--- src/rtl/lgt_pkg.sv ---
// lgt_pkg: widths, fixed-point constants, sequencer states and divider status
// for the loudness gain tracker. No dependencies.
package lgt_pkg;

  localparam int SAMPLE_WIDTH = 16;
  localparam int AVG_W   = 25;
  localparam int GAIN_W  = 18;
  localparam int DB_W    = 13;
  localparam int TGT_W   = 16;
  localparam int QUO_W   = 30;
  localparam int FRAC_W  = 24;
  localparam int MUL_W   = 32;
  localparam int ACC_W   = 49;
  localparam int CNT_W   = 5;

  localparam logic [AVG_W-1:0]  AVG_OLD        = 25'd16760439;
  localparam logic [AVG_W-1:0]  AVG_NEW        = 25'd16777;
  localparam logic [AVG_W-1:0]  LOUD_THRESHOLD = 25'd1677;
  localparam logic [AVG_W-1:0]  GAIN_OLD       = 25'd16693330;
  localparam logic [AVG_W-1:0]  GAIN_NEW       = 25'd83886;
  localparam logic [GAIN_W-1:0] GAIN_MIN       = 18'd13107;
  localparam logic [GAIN_W-1:0] GAIN_MAX       = 18'd196608;
  localparam logic [GAIN_W-1:0] GAIN_ONE       = 18'd65536;
  localparam logic [27:0]       DB_PER_OCTAVE  = 28'd101008905;
  localparam logic [TGT_W-1:0]  TARGET_RESET   = 16'd9830;
  localparam logic [AVG_W-1:0]  AVG_FULL       = 25'd16777216;

  typedef enum logic [3:0] {
    ST_IDLE,
    ST_AVG_OLD,
    ST_AVG_NEW,
    ST_DIV_START,
    ST_DIV_WAIT,
    ST_GAIN_OLD,
    ST_GAIN_NEW,
    ST_LOG,
    ST_DB_MUL,
    ST_DONE
  } lgt_state_t;

  typedef struct packed {
    logic busy;
    logic done;
  } div_stat_t;

endpackage

--- src/rtl/lgt_if.sv ---
// lgt_if: valid/ready channels for samples, results and the target register
// depends on lgt_pkg for field widths
interface lgt_in_if;
  logic                                     valid;
  logic                                     ready;
  logic signed [lgt_pkg::SAMPLE_WIDTH-1:0]  sample;
  modport source (output valid, output sample, input ready);
  modport sink (input valid, input sample, output ready);
endinterface

interface lgt_out_if;
  logic                              valid;
  logic                              ready;
  logic [lgt_pkg::GAIN_W-1:0]        gain;
  logic signed [lgt_pkg::DB_W-1:0]   gain_db;
  logic [lgt_pkg::AVG_W-1:0]         loudness;
  logic                              gain_updated;
  modport source (output valid, output gain, output gain_db, output loudness,
                  output gain_updated, input ready);
  modport sink (input valid, input gain, input gain_db, input loudness,
                input gain_updated, output ready);
endinterface

interface lgt_cfg_if;
  logic                           valid;
  logic                           ready;
  logic [lgt_pkg::TGT_W-1:0]      target_level;
  modport source (output valid, output target_level, input ready);
  modport sink (input valid, input target_level, output ready);
endinterface

--- src/rtl/lgt_div.sv ---
// lgt_div: restoring divider, (target << 24) / average, one quotient bit a cycle
// depends on lgt_pkg; the divisor is always above 1023 so the top 10 bits are zero
module lgt_div (
  input  logic                        clk,
  input  logic                        rst_n,
  input  logic                        start,
  input  logic [lgt_pkg::TGT_W-1:0]   target,
  input  logic [lgt_pkg::AVG_W-1:0]   divisor,
  output lgt_pkg::div_stat_t          stat,
  output logic [lgt_pkg::QUO_W-1:0]   quotient
);
  logic [lgt_pkg::AVG_W-1:0] rem_r, rem_nxt;
  logic [lgt_pkg::QUO_W-1:0] shf_r, shf_nxt;
  logic [lgt_pkg::QUO_W-1:0] quo_r, quo_nxt;
  logic [lgt_pkg::AVG_W-1:0] dvs_r, dvs_nxt;
  logic [lgt_pkg::CNT_W-1:0] cnt_r, cnt_nxt;
  logic busy_r, busy_nxt, done_r, done_nxt;
  logic [lgt_pkg::AVG_W:0]   trial;

  always_comb begin
    rem_nxt  = rem_r;
    shf_nxt  = shf_r;
    quo_nxt  = quo_r;
    dvs_nxt  = dvs_r;
    cnt_nxt  = cnt_r;
    busy_nxt = busy_r;
    done_nxt = 1'b0;
    trial    = {rem_r, shf_r[lgt_pkg::QUO_W-1]};
    if (start) begin
      // high numerator bits are already below the divisor
      rem_nxt  = lgt_pkg::AVG_W'(target[lgt_pkg::TGT_W-1:6]);
      shf_nxt  = {target[5:0], 24'd0};
      dvs_nxt  = divisor;
      cnt_nxt  = '0;
      busy_nxt = 1'b1;
    end else if (busy_r) begin
      if (trial >= {1'b0, dvs_r}) begin
        rem_nxt = lgt_pkg::AVG_W'(trial - {1'b0, dvs_r});
        quo_nxt = {quo_r[lgt_pkg::QUO_W-2:0], 1'b1};
      end else begin
        rem_nxt = trial[lgt_pkg::AVG_W-1:0];
        quo_nxt = {quo_r[lgt_pkg::QUO_W-2:0], 1'b0};
      end
      shf_nxt = {shf_r[lgt_pkg::QUO_W-2:0], 1'b0};
      cnt_nxt = cnt_r + 1'b1;
      if (cnt_r == lgt_pkg::CNT_W'(lgt_pkg::QUO_W - 1)) begin
        busy_nxt = 1'b0;
        done_nxt = 1'b1;
      end
    end
  end

  always_ff @(posedge clk) begin
    rem_r <= rem_nxt;
    shf_r <= shf_nxt;
    quo_r <= quo_nxt;
    dvs_r <= dvs_nxt;
    cnt_r <= cnt_nxt;
    if (!rst_n) begin
      busy_r <= 1'b0;
      done_r <= 1'b0;
    end else begin
      busy_r <= busy_nxt;
      done_r <= done_nxt;
    end
  end

  assign stat.busy = busy_r;
  assign stat.done = done_r;
  assign quotient  = quo_r;
endmodule

--- src/rtl/loudness_gain_tracker.sv ---
// loudness_gain_tracker: automatic gain control with a shared 32x32 multiplier
// depends on lgt_pkg, the channel interfaces in lgt_if and the divider lgt_div
//
// Usage: in_bus carries one signed sample per beat; out_bus returns one beat per
// sample with the smoothed gain (Q2.16), its level in dB (Q5.8), the magnitude
// average (Q1.24) and a flag telling whether the gain was recomputed.
// cfg_bus writes the target level (Q0.16); it is always ready and should only
// be written while no sample is in flight.
// Sequence: a sample below the loudness threshold takes 2 multiply steps for
// the average and then goes to the result register; a sample that updates
// the gain also takes the divider, which works out its 30-bit quotient one
// bit at a time, 2 multiply steps for smoothing, 24 squaring steps of the log2
// on the shared multiplier and one dB multiply, plus sequencer hand-offs. One
// sample is worked on at a time; in_bus is ready only while the sequencer is
// idle, so a sample is taken only after the last result has left the sequencer.
// The result sits in an output register, so the next sample is accepted while
// a result waits; if the receiver stalls, the following result holds in the
// sequencer until the register frees up.
// Reset: average 0, gain 1.0, dB 0, target 0.15, no result pending.
module loudness_gain_tracker (
  input  logic        clk,
  input  logic        rst_n,
  lgt_in_if.sink      in_bus,
  lgt_out_if.source   out_bus,
  lgt_cfg_if.sink     cfg_bus
);
  localparam int SW = lgt_pkg::SAMPLE_WIDTH;

  lgt_pkg::lgt_state_t state_r, state_nxt;

  logic [lgt_pkg::TGT_W-1:0]  tgt_r;
  logic [lgt_pkg::AVG_W-1:0]  avg_r, avg_nxt;
  logic [lgt_pkg::AVG_W-1:0]  mag_r, mag_nxt;
  logic [lgt_pkg::GAIN_W-1:0] gain_r, gain_nxt;
  logic [lgt_pkg::DB_W-1:0]   db_r, db_nxt;
  logic                       upd_r, upd_nxt;
  logic [lgt_pkg::ACC_W-1:0]  acc_r, acc_nxt;
  logic [lgt_pkg::MUL_W-1:0]  m_r, m_nxt;
  logic [lgt_pkg::FRAC_W-1:0] frac_r, frac_nxt;
  logic signed [2:0]          exp_r, exp_nxt;
  logic [lgt_pkg::CNT_W-1:0]  cnt_r, cnt_nxt;

  logic                       ov_r, ov_nxt;
  logic [lgt_pkg::GAIN_W-1:0] og_r, og_nxt;
  logic [lgt_pkg::DB_W-1:0]   odb_r, odb_nxt;
  logic [lgt_pkg::AVG_W-1:0]  oavg_r, oavg_nxt;
  logic                       oupd_r, oupd_nxt;

  logic [lgt_pkg::MUL_W-1:0]  mul_a, mul_b;
  logic [2*lgt_pkg::MUL_W-1:0] prod;
  logic [lgt_pkg::ACC_W-1:0]  sum;
  logic [lgt_pkg::AVG_W-1:0]  g_raw;
  logic [lgt_pkg::GAIN_W-1:0] g_clamp;
  logic [4:0]                 e_pos;
  logic [31:0]                sq;
  logic signed [26:0]         l2;
  logic [26:0]                l2_abs;
  logic [52:0]                db_rnd;
  logic [lgt_pkg::DB_W-1:0]   db_mag;
  logic [SW:0]                abs_s;
  logic                       div_start;
  lgt_pkg::div_stat_t         div_stat;
  logic [lgt_pkg::QUO_W-1:0]  quo;
  logic                       in_acc;

  lgt_div u_div (
    .clk      (clk),
    .rst_n    (rst_n),
    .start    (div_start),
    .target   (tgt_r),
    .divisor  (avg_r),
    .stat     (div_stat),
    .quotient (quo)
  );

  assign prod   = mul_a * mul_b;
  assign sum    = acc_r + prod[lgt_pkg::ACC_W-1:0];
  assign in_acc = in_bus.valid && in_bus.ready;

  always_comb begin
    state_nxt = state_r;
    avg_nxt   = avg_r;
    mag_nxt   = mag_r;
    gain_nxt  = gain_r;
    db_nxt    = db_r;
    upd_nxt   = upd_r;
    acc_nxt   = acc_r;
    m_nxt     = m_r;
    frac_nxt  = frac_r;
    exp_nxt   = exp_r;
    cnt_nxt   = cnt_r;
    ov_nxt    = ov_r && !out_bus.ready;
    og_nxt    = og_r;
    odb_nxt   = odb_r;
    oavg_nxt  = oavg_r;
    oupd_nxt  = oupd_r;
    mul_a     = '0;
    mul_b     = '0;
    div_start = 1'b0;
    in_bus.ready = 1'b0;

    // magnitude of the incoming sample, most negative value gives exactly 1.0
    if (in_bus.sample[SW-1]) begin
      abs_s = {1'b1, {SW{1'b0}}} - {1'b0, in_bus.sample};
    end else begin
      abs_s = {1'b0, in_bus.sample};
    end

    g_raw = sum[lgt_pkg::ACC_W-1:24];
    if (g_raw < lgt_pkg::AVG_W'(lgt_pkg::GAIN_MIN)) begin
      g_clamp = lgt_pkg::GAIN_MIN;
    end else if (g_raw > lgt_pkg::AVG_W'(lgt_pkg::GAIN_MAX)) begin
      g_clamp = lgt_pkg::GAIN_MAX;
    end else begin
      g_clamp = g_raw[lgt_pkg::GAIN_W-1:0];
    end
    e_pos = '0;
    for (int i = 0; i < lgt_pkg::GAIN_W; i++) begin
      if (g_clamp[i]) e_pos = 5'(i);
    end

    sq     = prod[61:30];
    l2     = {exp_r, frac_r};
    l2_abs = exp_r[2] ? 27'(-l2) : 27'(l2);
    db_rnd = prod[52:0] + (53'd1 << 39);
    db_mag = db_rnd[52:40];

    unique case (state_r)
      lgt_pkg::ST_IDLE: begin
        in_bus.ready = 1'b1;
        if (in_bus.valid) begin
          mag_nxt   = lgt_pkg::AVG_W'(abs_s) << (lgt_pkg::AVG_W - SW);
          state_nxt = lgt_pkg::ST_AVG_OLD;
        end
      end
      lgt_pkg::ST_AVG_OLD: begin
        mul_a     = lgt_pkg::MUL_W'(avg_r);
        mul_b     = lgt_pkg::MUL_W'(lgt_pkg::AVG_OLD);
        acc_nxt   = prod[lgt_pkg::ACC_W-1:0];
        state_nxt = lgt_pkg::ST_AVG_NEW;
      end
      lgt_pkg::ST_AVG_NEW: begin
        mul_a   = lgt_pkg::MUL_W'(mag_r);
        mul_b   = lgt_pkg::MUL_W'(lgt_pkg::AVG_NEW);
        avg_nxt = sum[lgt_pkg::ACC_W-1:24];
        if (sum[lgt_pkg::ACC_W-1:24] > lgt_pkg::LOUD_THRESHOLD) begin
          upd_nxt   = 1'b1;
          state_nxt = lgt_pkg::ST_DIV_START;
        end else begin
          upd_nxt   = 1'b0;
          state_nxt = lgt_pkg::ST_DONE;
        end
      end
      lgt_pkg::ST_DIV_START: begin
        div_start = 1'b1;
        state_nxt = lgt_pkg::ST_DIV_WAIT;
      end
      lgt_pkg::ST_DIV_WAIT: begin
        if (div_stat.done) state_nxt = lgt_pkg::ST_GAIN_OLD;
      end
      lgt_pkg::ST_GAIN_OLD: begin
        mul_a     = lgt_pkg::MUL_W'(gain_r);
        mul_b     = lgt_pkg::MUL_W'(lgt_pkg::GAIN_OLD);
        acc_nxt   = prod[lgt_pkg::ACC_W-1:0];
        state_nxt = lgt_pkg::ST_GAIN_NEW;
      end
      lgt_pkg::ST_GAIN_NEW: begin
        mul_a    = lgt_pkg::MUL_W'(quo);
        mul_b    = lgt_pkg::MUL_W'(lgt_pkg::GAIN_NEW);
        gain_nxt = g_clamp;
        // normalize into a Q1.30 mantissa for the log
        m_nxt    = lgt_pkg::MUL_W'(g_clamp) << (5'd30 - e_pos);
        exp_nxt  = 3'(e_pos - 5'd16);
        frac_nxt = '0;
        cnt_nxt  = '0;
        state_nxt = lgt_pkg::ST_LOG;
      end
      lgt_pkg::ST_LOG: begin
        mul_a = m_r;
        mul_b = m_r;
        if (sq[31]) begin
          m_nxt    = {1'b0, sq[31:1]};
          frac_nxt = {frac_r[lgt_pkg::FRAC_W-2:0], 1'b1};
        end else begin
          m_nxt    = sq;
          frac_nxt = {frac_r[lgt_pkg::FRAC_W-2:0], 1'b0};
        end
        cnt_nxt = cnt_r + 1'b1;
        if (cnt_r == lgt_pkg::CNT_W'(lgt_pkg::FRAC_W - 1)) state_nxt = lgt_pkg::ST_DB_MUL;
      end
      lgt_pkg::ST_DB_MUL: begin
        mul_a     = lgt_pkg::MUL_W'(l2_abs);
        mul_b     = lgt_pkg::MUL_W'(lgt_pkg::DB_PER_OCTAVE);
        db_nxt    = exp_r[2] ? lgt_pkg::DB_W'(-db_mag) : db_mag;
        state_nxt = lgt_pkg::ST_DONE;
      end
      lgt_pkg::ST_DONE: begin
        if (!ov_r || out_bus.ready) begin
          ov_nxt    = 1'b1;
          og_nxt    = gain_r;
          odb_nxt   = db_r;
          oavg_nxt  = avg_r;
          oupd_nxt  = upd_r;
          state_nxt = lgt_pkg::ST_IDLE;
        end
      end
      default: state_nxt = lgt_pkg::ST_IDLE;
    endcase
  end

  always_ff @(posedge clk) begin
    mag_r  <= mag_nxt;
    acc_r  <= acc_nxt;
    m_r    <= m_nxt;
    frac_r <= frac_nxt;
    exp_r  <= exp_nxt;
    cnt_r  <= cnt_nxt;
    upd_r  <= upd_nxt;
    og_r   <= og_nxt;
    odb_r  <= odb_nxt;
    oavg_r <= oavg_nxt;
    oupd_r <= oupd_nxt;
    if (!rst_n) begin
      state_r <= lgt_pkg::ST_IDLE;
      ov_r    <= 1'b0;
      avg_r   <= '0;
      gain_r  <= lgt_pkg::GAIN_ONE;
      db_r    <= '0;
      tgt_r   <= lgt_pkg::TARGET_RESET;
    end else begin
      state_r <= state_nxt;
      ov_r    <= ov_nxt;
      avg_r   <= avg_nxt;
      gain_r  <= gain_nxt;
      db_r    <= db_nxt;
      if (cfg_bus.valid) tgt_r <= cfg_bus.target_level;
    end
  end

  assign cfg_bus.ready        = 1'b1;
  assign out_bus.valid        = ov_r;
  assign out_bus.gain         = og_r;
  assign out_bus.gain_db      = odb_r;
  assign out_bus.loudness     = oavg_r;
  assign out_bus.gain_updated = oupd_r;

  // gain leaves the block only inside the clamp window
  a_gain_range: assert property (@(posedge clk) disable iff (!rst_n)
    out_bus.valid |-> (out_bus.gain >= lgt_pkg::GAIN_MIN && out_bus.gain <= lgt_pkg::GAIN_MAX))
    else $error("gain out of clamp range");

  // a held gain means the average was at or below threshold
  a_hold_quiet: assert property (@(posedge clk) disable iff (!rst_n)
    (out_bus.valid && !out_bus.gain_updated) |-> out_bus.loudness <= lgt_pkg::LOUD_THRESHOLD)
    else $error("gain held above threshold");

  // one sample at a time
  a_busy_after_accept: assert property (@(posedge clk) disable iff (!rst_n)
    in_acc |=> !in_bus.ready)
    else $error("accepted a sample while busy");

  a_avg_bound: assert property (@(posedge clk) disable iff (!rst_n)
    avg_r <= lgt_pkg::AVG_FULL)
    else $error("magnitude average above full scale");
endmodule

--- src/flat_wrapper.sv ---
// flat-port wrapper written by rule: the top's interface ports become plain ports
module loudness_gain_tracker_flat 
  (clk, rst_n, in_bus_valid, in_bus_sample, in_bus_ready, out_bus_valid, out_bus_gain, out_bus_gain_db, out_bus_loudness, out_bus_gain_updated, out_bus_ready, cfg_bus_valid, cfg_bus_target_level, cfg_bus_ready);
  lgt_in_if in_bus_i ();
  lgt_out_if out_bus_i ();
  lgt_cfg_if cfg_bus_i ();
  input  logic clk;
  input  logic rst_n;
  input wire logic [$bits(in_bus_i.valid)-1:0] in_bus_valid;
  input wire logic [$bits(in_bus_i.sample)-1:0] in_bus_sample;
  output wire logic [$bits(in_bus_i.ready)-1:0] in_bus_ready;
  output wire logic [$bits(out_bus_i.valid)-1:0] out_bus_valid;
  output wire logic [$bits(out_bus_i.gain)-1:0] out_bus_gain;
  output wire logic [$bits(out_bus_i.gain_db)-1:0] out_bus_gain_db;
  output wire logic [$bits(out_bus_i.loudness)-1:0] out_bus_loudness;
  output wire logic [$bits(out_bus_i.gain_updated)-1:0] out_bus_gain_updated;
  input wire logic [$bits(out_bus_i.ready)-1:0] out_bus_ready;
  input wire logic [$bits(cfg_bus_i.valid)-1:0] cfg_bus_valid;
  input wire logic [$bits(cfg_bus_i.target_level)-1:0] cfg_bus_target_level;
  output wire logic [$bits(cfg_bus_i.ready)-1:0] cfg_bus_ready;
  assign in_bus_i.valid = in_bus_valid;
  assign in_bus_i.sample = in_bus_sample;
  assign in_bus_ready = in_bus_i.ready;
  assign out_bus_valid = out_bus_i.valid;
  assign out_bus_gain = out_bus_i.gain;
  assign out_bus_gain_db = out_bus_i.gain_db;
  assign out_bus_loudness = out_bus_i.loudness;
  assign out_bus_gain_updated = out_bus_i.gain_updated;
  assign out_bus_i.ready = out_bus_ready;
  assign cfg_bus_i.valid = cfg_bus_valid;
  assign cfg_bus_i.target_level = cfg_bus_target_level;
  assign cfg_bus_ready = cfg_bus_i.ready;
  loudness_gain_tracker u_core (.clk(clk), .rst_n(rst_n), .in_bus(in_bus_i), .out_bus(out_bus_i), .cfg_bus(cfg_bus_i));
endmodule
--- config.mk ---
export PLATFORM = sky130hd
export DESIGN_NAME = loudness_gain_tracker_flat
export DESIGN_NICKNAME = d
export VERILOG_FILES = /design/src/rtl/lgt_pkg.sv /design/src/rtl/lgt_if.sv /design/src/rtl/lgt_div.sv /design/src/rtl/loudness_gain_tracker.sv /design/src/flat_wrapper.sv
export SDC_FILE = /design/constraint.sdc
export NUM_CORES = 2
export LEC_CHECK = 0
export BUFFER_PORTS_ARGS = -buffer_cell sky130_fd_sc_hd__buf_2
export CORE_MARGIN = 4
export CORE_UTILIZATION = 69
export CTS_BUF_LIST = sky130_fd_sc_hd__clkbuf_8
export DETAILED_ROUTE_END_ITERATION = 6
export GPL_ROUTABILITY_DRIVEN = 0
export PLACE_DENSITY = 0.84
export SLEW_MARGIN = 15
export SYNTH_ARGS = -nofsm -noshare
export SYNTH_HDL_FRONTEND = slang
export SYNTH_HIERARCHICAL = 1
export SYNTH_SLANG_ARGS = --single-unit
--- constraint.sdc ---
create_clock -name clk -period 47 [get_ports clk]
set_input_delay 9.4 -clock clk [delete_from_list [all_inputs] [get_ports clk]]
set_output_delay 9.4 -clock clk [all_outputs]
set_load 0.01 [all_outputs]
# Word-level counts from Yosys, hierarchy flattened
# Cells that the tools add are included.
# W data, S select, Z words.
[totals]
elab_cells = 123
inputBits = 37
out_inout_bits = 60
ff_bits = 357
[op_classes]
n_mul = 1
magnitude_cmp = 4
n_mux = 50
n_reduce_logical = 13
bitwise = 3
n_shift = 1
add_sub_neg = 10
eq_ne = 15
[op_table]
columns = ["cell", "n"]
rows = [
  ["$pmux W32 S6", 2],
  ["$pmux W32 S2", 1],
  ["$mul A32 B32 Y62", 1],
  ["$mux W30", 2],
  ["$add A53 B40 Y53 const B", 1],
  ["$mux W4", 13],
  ["$add A49 B49 Y49", 1],
  ["$pmux W24 S2", 1],
  ["$pmux W4 S10", 1],
  ["$mux W18", 2],
  ["$shl A18 B5 Y32", 1],
  ["$mux W31", 1],
  ["$mux W27", 1],
  ["$neg A27 Y27", 1],
  ["$ge A26 B25 Y1", 1],
  ["$gt A25 B11 Y1 const B", 1],
  ["$gt A25 B18 Y1 const B", 1],
  ["$lt A25 B14 Y1 const B", 1],
  ["$mux W25", 1],
  ["$sub A25 B25 Y25", 1],
  ["$mux W10", 2],
  ["$eq A4 B3 Y1 const B", 4],
  ["$sub A1 B16 Y16 const A", 1],
  ["$mux W15", 1],
  ["26 further kinds", 54],
]

# Longest topological paths before layout
[depth]
word_depth = 28
ltp_mapped = 70
mapped_depth_nobuf = 62

# By module
# The synthesis kept the hierarchy.
[modules_own_cells]
columns = ["module", "area_per_inst_um2", "cells_each", "instances", "seq_area_each_um2"]
rows = [
  ["loudness_gain_tracker", 48476.5, 5515, 1, 7156.9],
  ["lgt_div", 4829.6, 430, 1, 2572.5],
]

# Least setup slack after synthesis
# OpenSTA, ideal clock, no wires.
[synth_timing]
path_type = "register -> register"
from = "register u_core.state_r[0]"
to = "register u_core/m_r[16] in the netlist's numbering (data pin)"
setup_ps = 262
path_stages_with_launch = 64
path_buffers = 11
synth_period_minus_slack_ps = 15591
slack_ps = 31409
arrival_ps = 15330
required_time_ps = 46738
cell_sequence = "dfxtp_1 -> buf_2 -> clkbuf_1 -> nand2_1 -> clkbuf_1 -> inv_1 -> clkbuf_1 -> a21oi_1 -> clkbuf_1 -> nor2_1 -> fa_1 -> fa_1 -> fa_1 -> inv_1 -> fa_1 -> inv_1 -> fa_1 -> inv_1 -> (+28 left out) -> o41ai_1 -> a31oi_1 -> or4b_1 -> or4b_4 -> buf_6 -> nand2b_1 -> a21oi_1 -> buf_2 -> inv_1 -> ha_1 -> clkinv_1 -> clkbuf_1 -> clkbuf_1 -> o21ai_0 -> a32oi_1 -> o311ai_1 -> a221oi_1 -> nor2_1"
[synth_between]
elab_chain_cells = 27
elab_cells_between_ends = 35
cone_classes = "2 x add/sub; 1 x mul; 2 x order compare; 6 x eq/ne; 1 x shift; 23 x mux"
[synth_rtl]
columns = ["item", "line_no", "rtl"]
rows = [
  ["start, declared", "loudness_gain_tracker.sv:29", "lgt_pkg::lgt_state_t state_r, state_nxt;"],
  ["start signal, assigned", "loudness_gain_tracker.sv:224", "state_r <= lgt_pkg::ST_IDLE;"],
  ["start signal, assigned", "loudness_gain_tracker.sv:231", "state_r <= state_nxt;"],
  ["$eq A4 B4 Y1 (tied with other cells)", "loudness_gain_tracker.sv:128", "unique case (state_r)"],
  ["$pmux W32 S6", "loudness_gain_tracker.sv:128", ""],
  ["$mul A32 B32 Y62 *", "loudness_gain_tracker.sv:76", "assign prod = mul_a * mul_b;"],
  ["$add A49 B49 Y49 *", "loudness_gain_tracker.sv:77", "assign sum = acc_r + prod[lgt_pkg::ACC_W-1:0];"],
  ["$gt A25 B18 Y1", "loudness_gain_tracker.sv:112", "end else if (g_raw > lgt_pkg::AVG_W'(lgt_pkg::GAIN_MAX)) begin"],
  ["$mux W18", "loudness_gain_tracker.sv:112", ""],
  ["$mux W18 *", "loudness_gain_tracker.sv:110", "if (g_raw < lgt_pkg::AVG_W'(lgt_pkg::GAIN_MIN)) begin"],
  ["$mux W1", "loudness_gain_tracker.sv:119", "if (g_clamp[i]) e_pos = 5'(i);"],
  ["(+6 left out)", "--", ""],
  ["$mux W4 (8 in series)", "loudness_gain_tracker.sv:119", ""],
  ["$mux W5", "loudness_gain_tracker.sv:119", ""],
  ["$mux W5 *", "loudness_gain_tracker.sv:119", ""],
  ["named net u_core.e_pos[0]", "loudness_gain_tracker.sv:54", "logic [4:0] e_pos;"],
  ["$sub A5 B5 Y5 *", "loudness_gain_tracker.sv:172", "m_nxt = lgt_pkg::MUL_W'(g_clamp) << (5'd30 - e_pos);"],
  ["$shl A18 B5 Y32 *", "loudness_gain_tracker.sv:172", ""],
  ["$pmux W32 S2 *", "loudness_gain_tracker.sv:128", ""],
  ["named net u_core.m_nxt, one bit", "loudness_gain_tracker.sv:38", "logic [lgt_pkg::MUL_W-1:0] m_r, m_nxt;"],
  ["end signal, assigned", "loudness_gain_tracker.sv:214", "m_r <= m_nxt;"],
  ["end, declared", "loudness_gain_tracker.sv:38", ""],
]
# The timed path passes the listed nets; every way through them passes the cells marked *.
# A chain may end at the register's enable or synchronous reset.

# Worst setup path in the final report
[layout_timing]
from = "register u_core.state_r[3]"
to = "register u_core/m_r[22] in the netlist's numbering (data pin)"
# Same word-level chain as after synthesis.

==> reports/results.txt <==
Die Wd - 286 um
Antenna violations before repair - 6
Largest net degree at the start of global routing - 70
Pins over their slew limit - 0
Vias in the first global route - 47617
Vias per inst - 6.63
DR vias - 46413
Share of cells above drive strength 1 - 6.86%
F_max - 49.2 MHz
CTS Sinks - 357
Worst slew margin - 9.39%
Drt wl/cell - 26.1 um
Final-report setup violation count - 0
Maximum vdd drop - 0.0554 mV
Reg clk slew, reported paths - 0.07 ns
CTS Hold Bufs - 0
Root buffer cell - clkbuf_8
Clk buf depth - 3
IO Count - 97
R2r setup slk - 26.68 ns
Initial DRC count - 7342
Area growth syn-to-layout - 5.35%
Hold Path Stages - 0
Post-Place Cells - 6887
Status - finished, violations left
Synth Warn # - 6
Fin Setup TNS - 0 ns
Port Buf Inserts - 95
Max incr delay on CP - 0.95 ns
Crit-path slowest cell - clkinv_1
RSZ-0062 raised after global routing - false
Worst R2R Path Depth - 57
MaxCap Viol Count - 0
Die ar. - 0.0818 mm2
Core area - 0.0762 mm2
Post-layout nets - 7177
Crit Path Max Fanout - 30
Most used cell, CP - inv_1
Min-delay worst type - register to register
Drt pass-1 iters - 7
H-tree levels - 2
Final instance area - 0.0561 mm2
CP Capture Type - register
All-Layer GR Usage - 45.0%
Fin Clk Skew - 0.0448 ns
Reg2reg end - u_core/m_r[22]
GRT overflow - 0
WHS Endpoint - u_core/out_bus.gain_db[10]
Post-CTS setup buffer count - 0
First-pass GRT wire length - 277000 um
Hold_sp - u_core/db_r[10]
Worst EP arrival - 20.71 ns
Leak - 26.1 nW
Post_cts resized - 0
Synthesized netlist cell count - 5944
Final period util - 43.2%
Final Hold Viols - 0
Startpoint Class - register
Clk_lat worst skew - 0.68 ns
Critical path required time - 47.39 ns
Cts bufs inserted - 55
Initial core utilization - 69.9%
Post-DP HPWL - 139000 um
Period minus WS final - 20.32 ns
Failing checks - design-rule violations
Crit path launch - u_core/state_r[3]
Syn nets - 7206
Drt total wl - 182000 um
Most common cell after layout, fill and taps aside - inv_1
Dpl cell area - 0.0550 mm2
CTS tree - done
Avg Synthesized Cell Area - 8.97 um2
Finished Layout Cells - 6998
Synth Cell Area - 0.0533 mm2
Cell Pwr Density - 39.6 mW/mm2
Worst r2r src - u_core/state_r[3]
Worst-margin pin slew - 1.36 ns
Antenna-violating nets left - 0
Highest-count cells in the layout ignoring fill and taps - inv_1, fa_1, nand2_1, nor2_1, ha_1
Residual DRC - 265
Setup CP Type - register to register
Chip height - 286 um
# rows - 101
[layout make-up]
cell class | instances | area [um2]
multi-input cells | 4225 | 38600
fillers | 5386 | 20100
flip-flops and latches | 357 | 9730
inverters | 1071 | 4030
repair buffers | 205 | 1300
well taps | 1030 | 1290
clock buffers | 67 | 922
clock inverters | 37 | 238
diodes | 6 | 15.0
[flip-flops by register name, summed over array words and instances (netlist names), 3 cells and up]
register,cells
u_core/acc_r,49
u_core/m_r,32
u_core/u_div/quotient,30
u_core/avg_r,25
u_core/out_bus.loudness,25
u_core/u_div/dvs_r,25
u_core/u_div/rem_r,25
u_core/frac_r,24
u_core/gain_r,18
u_core/out_bus.gain,18
u_core/mag_r,16
u_core/tgt_r,16
u_core/db_r,13
u_core/out_bus.gain_db,13
u_core/u_div/shf_r,6
u_core/cnt_r,5
u_core/u_div/cnt_r,5
u_core/state_r,4
u_core/exp_r,3
[worst max-delay path by stage]
stage,endpoint
detailed placement,u_core/m_r[13]
floorplan,u_core/m_r[16]
CTS,u_core/m_r[13]
global route,u_core/m_r[22]
finish,u_core/m_r[22]
global placement,u_core/m_r[13]
[critical path: cells and delay by family (launching register included)]
kind            cells  cell delay (ns)
compound gates     24             6.96
fa+ha+maj          11             5.77
simple gates        9             3.61
buf+inv            11             2.32
flops               1             0.90
xor+xnor            1             0.26
mux                 1             0.21
[layer usage]
metal  wire, um  GRT usage [%]  part of all wire [%]
met1      57900           54.7                    32
met2      73700           63.8                    40
met3      31600           19.9                    17
met4      19200           32.7                    11
met5          0          0.714                     0
[per-stage QoR]
step	power [W]	hold WS [ns]	utilization, %	worst slack, ns
global route	0.00230	0.454	73.7	25.68
detailed placement	0.00183	0.418	72.1	27.50
finish	0.00223	0.440	73.7	26.68
floorplan	0.00138	0.400	-	31.41
CTS	0.00211	0.440	73.7	27.47
global placement	0.00180	0.425	72.1	28.13
[power breakdown]
group          total [W]  internal [W]  switching (W)
sequential      0.000428      0.000392      0.0000357
clock           0.000279      0.000142       0.000138
combinational    0.00152      0.000467        0.00105
(Power assumes the default switching activity.)
